===== src/design/hpdtc_pkg.sv =====
// Shared constants and types of the heading turn controller.
package hpdtc_pkg;

	localparam int CFG_INDEX_W = 8;

	localparam logic [CFG_INDEX_W-1:0] REG_TARGET    = 8'd0;
	localparam logic [CFG_INDEX_W-1:0] REG_TOLERANCE = 8'd1;
	localparam logic [CFG_INDEX_W-1:0] REG_GAIN_P    = 8'd2;
	localparam logic [CFG_INDEX_W-1:0] REG_GAIN_D    = 8'd3;

	localparam logic [15:0] TARGET_RESET    = 16'd0;
	localparam logic [14:0] TOLERANCE_RESET = 15'd100;
	localparam logic [15:0] GAIN_P_RESET    = 16'd3473;
	localparam logic [15:0] GAIN_D_RESET    = 16'd148;

	localparam logic [15:0] HDG_HALF   = 16'd18000;
	localparam logic [15:0] TGT_LOW    = 16'd1000;
	localparam logic [15:0] TGT_HIGH   = 16'd35000;

	localparam logic signed [17:0] HALF_TURN = 18'sd18000;
	localparam logic signed [17:0] FULL_TURN = 18'sd36000;
	localparam logic signed [15:0] ERR_MAX   = 16'sd18000;

	localparam logic signed [34:0] ROUND_HALF = 35'sd2048;
	localparam logic signed [34:0] DRIVE_LIM  = 35'sd40960000;
	localparam logic signed [14:0] DRIVE_MAX  = 15'sd10000;

	typedef struct packed {
		logic signed [15:0] err;
		logic               done;
	} err_res_t;

endpackage


===== src/design/hpdtc_error.sv =====
// Wrapped heading error, saturation and tolerance test.
module hpdtc_error (
	input  logic [15:0]         heading,
	input  logic [15:0]         target,
	input  logic [14:0]         tolerance,
	output hpdtc_pkg::err_res_t res
);

	logic signed [17:0] diff;
	logic signed [17:0] wrapped;
	logic signed [17:0] chosen;
	logic signed [15:0] err;
	logic [15:0]        mag;
	logic               special;

	assign diff    = $signed({2'b00, heading}) - $signed({2'b00, target});
	assign special = (heading > hpdtc_pkg::HDG_HALF) &&
		((target < hpdtc_pkg::TGT_LOW) || (target > hpdtc_pkg::TGT_HIGH));

	always_comb begin
		if (diff > hpdtc_pkg::HALF_TURN) begin
			wrapped = diff - hpdtc_pkg::FULL_TURN;
		end else if (diff < -hpdtc_pkg::HALF_TURN) begin
			wrapped = diff + hpdtc_pkg::FULL_TURN;
		end else begin
			wrapped = diff;
		end
		if (special) begin
			chosen = $signed({2'b00, heading}) - hpdtc_pkg::FULL_TURN;
		end else begin
			chosen = wrapped;
		end
		if (chosen > hpdtc_pkg::HALF_TURN) begin
			err = hpdtc_pkg::ERR_MAX;
		end else if (chosen < -hpdtc_pkg::HALF_TURN) begin
			err = -hpdtc_pkg::ERR_MAX;
		end else begin
			err = chosen[15:0];
		end
	end

	assign mag      = err[15] ? 16'(-err) : 16'(err);
	assign res.err  = err;
	assign res.done = mag <= {1'b0, tolerance};

endmodule


===== src/design/hpdtc_drive.sv =====
// Proportional-derivative drive with rounding and saturation.
module hpdtc_drive (
	input  logic signed [15:0] err,
	input  logic signed [15:0] last,
	input  logic [15:0]        gain_p,
	input  logic [15:0]        gain_d,
	input  logic               done,
	output logic signed [14:0] drive
);

	logic signed [16:0] gp_s;
	logic signed [16:0] gd_s;
	logic signed [16:0] delta;
	logic signed [32:0] prod_p;
	logic signed [33:0] prod_d;
	logic signed [34:0] rounded;

	assign gp_s    = $signed({1'b0, gain_p});
	assign gd_s    = $signed({1'b0, gain_d});
	assign delta   = 17'(err) - 17'(last);
	assign prod_p  = 33'(gp_s) * 33'(err);
	assign prod_d  = 34'(gd_s) * 34'(delta);
	assign rounded = 35'(prod_p) + 35'(prod_d) + hpdtc_pkg::ROUND_HALF;

	always_comb begin
		if (done) begin
			drive = '0;
		end else if (rounded >= hpdtc_pkg::DRIVE_LIM) begin
			drive = hpdtc_pkg::DRIVE_MAX;
		end else if (rounded < -hpdtc_pkg::DRIVE_LIM) begin
			drive = -hpdtc_pkg::DRIVE_MAX;
		end else begin
			drive = rounded[26:12];
		end
	end

endmodule


===== src/design/heading_pd_turn_controller_top.sv =====
// Top level of the heading turn controller: registers, handshake and datapath.
// An accepted word waits in the input register until its result enters the result register.
// Throughput: one word per cycle unless stalled, set by one input and one result register.
// The last error is updated as each result is captured, so back-to-back words chain.
// Reset clears the valid flags, the last error and the configuration to defaults.
module heading_pd_turn_controller_top (
	input  logic                              clk,
	input  logic                              arst_n,
	input  logic                              in_valid,
	output logic                              in_ready,
	input  logic [15:0]                       heading,
	input  logic                              start_req,
	output logic                              out_valid,
	input  logic                              out_ready,
	output logic signed [14:0]                drive,
	output logic signed [15:0]                heading_error,
	output logic                              done_res,
	input  logic                              cfg_valid,
	output logic                              cfg_ready,
	input  logic [hpdtc_pkg::CFG_INDEX_W-1:0] cfg_index,
	input  logic [15:0]                       cfg_data
);

	logic [15:0]         target_q;
	logic [14:0]         tolerance_q;
	logic [15:0]         gain_p_q;
	logic [15:0]         gain_d_q;
	logic signed [15:0]  prev_err_q;
	logic                valid_s1;
	logic [15:0]         heading_s1;
	logic                start_s1;
	logic                out_valid_q;
	logic signed [14:0]  drive_q;
	logic signed [15:0]  err_q;
	logic                done_q;
	logic                advance;
	logic signed [15:0]  last;
	logic signed [14:0]  drive_c;
	hpdtc_pkg::err_res_t err_res;

	assign cfg_ready = 1'b1;
	assign advance   = !out_valid_q || out_ready;
	assign in_ready  = !valid_s1 || advance;
	assign last      = start_s1 ? 16'sd0 : prev_err_q;

	always_ff @(posedge clk or negedge arst_n) begin
		if (!arst_n) begin
			target_q    <= hpdtc_pkg::TARGET_RESET;
			tolerance_q <= hpdtc_pkg::TOLERANCE_RESET;
			gain_p_q    <= hpdtc_pkg::GAIN_P_RESET;
			gain_d_q    <= hpdtc_pkg::GAIN_D_RESET;
		end else if (cfg_valid) begin
			case (cfg_index)
				hpdtc_pkg::REG_TARGET:    target_q    <= cfg_data;
				hpdtc_pkg::REG_TOLERANCE: tolerance_q <= cfg_data[14:0];
				hpdtc_pkg::REG_GAIN_P:    gain_p_q    <= cfg_data;
				hpdtc_pkg::REG_GAIN_D:    gain_d_q    <= cfg_data;
				default: ;
			endcase
		end
	end

	always_ff @(posedge clk or negedge arst_n) begin
		if (!arst_n) begin
			valid_s1    <= 1'b0;
			out_valid_q <= 1'b0;
			prev_err_q  <= '0;
		end else begin
			if (in_ready) begin
				valid_s1 <= in_valid;
			end
			if (advance) begin
				out_valid_q <= valid_s1;
			end
			if (advance && valid_s1) begin
				prev_err_q <= err_res.err;
			end
		end
	end

	always_ff @(posedge clk) begin
		if (in_valid && in_ready) begin
			heading_s1 <= heading;
			start_s1   <= start_req;
		end
		if (advance && valid_s1) begin
			drive_q <= drive_c;
			err_q   <= err_res.err;
			done_q  <= err_res.done;
		end
	end

	hpdtc_error u_error (
		.heading   (heading_s1),
		.target    (target_q),
		.tolerance (tolerance_q),
		.res       (err_res)
	);

	hpdtc_drive u_drive (
		.err    (err_res.err),
		.last   (last),
		.gain_p (gain_p_q),
		.gain_d (gain_d_q),
		.done   (err_res.done),
		.drive  (drive_c)
	);

	assign out_valid     = out_valid_q;
	assign drive         = drive_q;
	assign heading_error = err_q;
	assign done_res      = done_q;

endmodule


===== config.mk =====
export PLATFORM = sky130hd
export DESIGN_NAME = heading_pd_turn_controller_top
export DESIGN_NICKNAME = d
export VERILOG_FILES = /design/src/design/hpdtc_pkg.sv /design/src/design/hpdtc_error.sv /design/src/design/hpdtc_drive.sv /design/src/design/heading_pd_turn_controller_top.sv
export SDC_FILE = /design/constraint.sdc
export NUM_CORES = 2
export LEC_CHECK = 0
export BUFFER_PORTS_ARGS = -buffer_cell sky130_fd_sc_hd__buf_2
export CAP_MARGIN = 10
export CORE_MARGIN = 2
export CORE_UTILIZATION = 65
export CTS_BUF_LIST = sky130_fd_sc_hd__clkbuf_2 sky130_fd_sc_hd__clkbuf_4 sky130_fd_sc_hd__clkbuf_8
export DETAILED_ROUTE_END_ITERATION = 10
export MAX_ROUTING_LAYER = met4
export PLACE_DENSITY = 0.83
export SLEW_MARGIN = 20
export SYNTH_ARGS = -nofsm -noshare
export SYNTH_HDL_FRONTEND = slang
export SYNTH_SLANG_ARGS = --single-unit

===== constraint.sdc =====
create_clock -name clk -period 21.6 [get_ports clk]
set_input_delay 2.16 -clock clk [delete_from_list [all_inputs] [get_ports clk]]
set_output_delay 2.16 -clock clk [all_outputs]
set_load 0.02 [all_outputs]

==> impl_metrics.yaml <==
placement:
  place_congestion: 0.9927
  place.port_buffers: 79
  place_hpwl_mm: 66.96
  pre_cts_ws_ns: 3.303
critical_path:
  crit_family: "compound AO/OA/AOI/OAI gates"
  end_kind: "register"
  crit_arrival_ns: 18.87
  crit_top_cell: "fa_1"
  startpoint_type: "register"
  path_buf_inv: 6
  required_ns: 21.94
  path_class: "reg2reg"
  cpPeakStageDelay_ns: 0.80
  worstPathMaxFanout: 19
  crit_slowest_cell: "o41ai_1"
route:
  avgViaCountPerCell: 6.091
  drcViolationCount: 0
  ant_nets: 0
  wl_met1_mm: 30.79
  via_count: 22340
  drt-pass1-iter-count: 6
  wire_per_inst_um: 22.32
  met2WireLength_mm: 38.13
  wl_met3_mm: 7.369
  wl_mm: 81.85
  highest_layer: "met4"
  drt_iter0_markers: 2000
power_and_ir_drop:
  seq_power_share_pct: 11.2
  ir_drop_uv: 131.6
  clock_power_share_pct: 8.2
  intPower_uw: 1316
  power_frac_comb_pct: 80.7
  switchingPower_uw: 1715
  leakage_uw: 0.01469
  powerDensity_nw_per_um2: 103.1
  p_sw_share_pct: 56.57
sta:
  grt_setup_unrepaired: "false"
  min_period_ns: 18.52
  worst_pin_slew_ns: 1.165
  finalCritPeriodShare_pct: 85.74
  setup_viol: 0
  layout_setup_ws_ns: 3.080
  clock.fmax_mhz: 54.00
  final_hold_viol_count: 0
  slew_headroom_pct: 22.06
  totalNegativeSetupSlack_ns: 0
  fin_skew_ns: 0.02563
  slew_viol_final: 0
clocking:
  cts_made_buffers: 17
  insertion_delay_ns: 0.49
  cts_tree: "yes"
  hold_buffers: 0
  ctsHtreeMaxLevel: 4
  cts.sinks: 130
  cts_buffer_depth: 2
  clkTransAtPathRegs_ns: 0.09
  ctsRootBufferMaster: "clkbuf_8"
  post_cts_resized: 0
  cts_setup_buffers: 0
layout:
  fillers: 3267
  syn2layout_area_growth_pct: 4.318
  final_core_util_pct: 68.51
  drive_above_1_share_pct: 9.020
  nets: 3849
  diodes: 0
global_routing:
  grtUsageTotal_pct: 39.49
  grt_max_degree: 82
  antenna_found_initial: 1
  grt_pass1_vias: 23590
  overflow: 0
  grt_pass1_wl_mm: 130.5
synthesis:
  synth-edff-count: 49
  netlist-cell-type-count: 110
  synth_top_area_cell: "fa_1"
  syn_avg_cell_area_um2: 9.136
  yosysMostFrequentCell: "inv_1"
  seq_area_frac_synth_pct: 12.47
  ys_top_cells_by_area: "fa_1 (33%), ha_1 (12%), inv_1 (8.1%), dfrtp_1 (6.1%), edfxtp_1 (5.2%)"
  synthMuxAreaShare_pct: 2.741
  synth_top_flop_cell: "dfrtp_1"
  syn_inst: 3083
  ys.warnings.count: 0
  synth_compound_area_share_pct: 10.42
  synth_adder_area_share_pct: 45.13
  syn_nets: 3863
  netlist.area_leader.share_pct: 33.40
  async_reset_ff_share_pct: 62.31
  synth-xor-area-share_pct: 1.546
  yosys-top-cells-count: "inv_1 (611), fa_1 (470), nand2_1 (361)"
  synthesis.area_um2: 28170
  ys_seq_elements: 130
  synthSimpleGateAreaFrac_pct: 17.27
  synth_top_family_by_area: "adder cells"
floorplan:
  dieArea_um2: 45010
  fp.dieW_um: 212.2
  core_area_um2: 42890
  initial_core_util_pct: 65.68
  pin_count: 81
  die_h_um: 212.2
  rows: 76
worst_hold_path:
  hold_class: "reg2reg"
job:
  drv_cap: 0
run_status:
  status: "finished clean"
[cells in the final DEF (no fill, tap or decap), drive strengths merged, types with 49 or more instances in the layout]
| cell | synthesis | layout |
|---|---|---|
| inv | 613 | 616 |
| fa | 470 | 470 |
| nand2 | 363 | 363 |
| ha | 264 | 264 |
| and2 | 212 | 212 |
| nor2 | 115 | 115 |
| buf | 35 | 108 |
| o21ai | 77 | 77 |
| a21oi | 74 | 74 |
| dfrtp | 69 | 69 |
| mux2 | 60 | 60 |
| nand2b | 51 | 51 |
| edfxtp | 49 | 49 |
[final cells by class]
cell class / count / area [um2] / share of cell area (%)
multi-input combinational: 2199 / 21760 / 74.07
sequential: 130 / 3513 / 11.96
inverter: 613 / 2301 / 7.831
tap: 585 / 732.0 / 2.491
timing repair buffer: 108 / 619.3 / 2.108
clock buffer: 19 / 255.2 / 0.8687
clock inverter: 13 / 197.7 / 0.6728
[path summary, 6_finish.rpt]
check	from	to	slack, ns	cells past startpoint
max in group asynchronous	arst_n	prev_err_q[15]	19.36	1
min in group asynchronous	arst_n	gain_d_q[8]	1.69	1
max	heading_s1[0]	drive[1]	3.08	58
max reg2reg	heading_s1[0]	drive[1]	3.08	58
min reg2reg	valid_s1	out_valid	0.51	1
min	valid_s1	out_valid	0.51	1
[sequential cells by signal, indices dropped and copies added (netlist names)]
signal,cells
heading_error,16
done_res,1
gain_d_q,16
gain_p_q,16
out_valid,1
heading_s1,16
tolerance_q,15
drive,15
valid_s1,1
target_q,16
start_s1,1
prev_err_q,16
[logic make-up after synthesis]
logic type / Yosys count
simple gates: 952
buf+inv: 754
fa+ha+maj: 734
compound gates: 396
flops: 130
mux: 68
xor+xnor: 48
other cells: 1
[per-layer routing]
metal  vias up  global-route usage [%]
met5         -                       -
met2      1110                   60.71
met3       305                   9.202
met4         0                   22.92
met1     11150                   47.99
li1       9772                       -
[power groups by stage]
stage / clock network (uW) / logic (uW) / registers [uW]
after floorplan: 0 / 1670 / 341
after global placement: 0 / 2320 / 339
after detailed placement: 0 / 2380 / 341
after CTS: 247 / 2400 / 336
after global routing: 257 / 2680 / 341
final: 247 / 2450 / 338
[per-stage QoR]
| stage | cells | instance area, um2 | hold slack [ns] | power (uW) |
|---|---|---|---|---|
| 6_report | 3667 | 29380 | 0.5105 | 3031 |
| 5_1_grt | 3667 | 29380 | 0.5258 | 3274 |
| 4_1_cts | 3667 | 29370 | 0.5045 | 2985 |
| 3_5_place_dp | 3635 | 28920 | 0.4860 | 2717 |
| 3_3_place_gp | 3635 | 28920 | 0.4722 | 2661 |
| 2_1_floorplan | 3083 | 28170 | 0.4496 | 2006 |
Power figures use the tool's default switching activity.
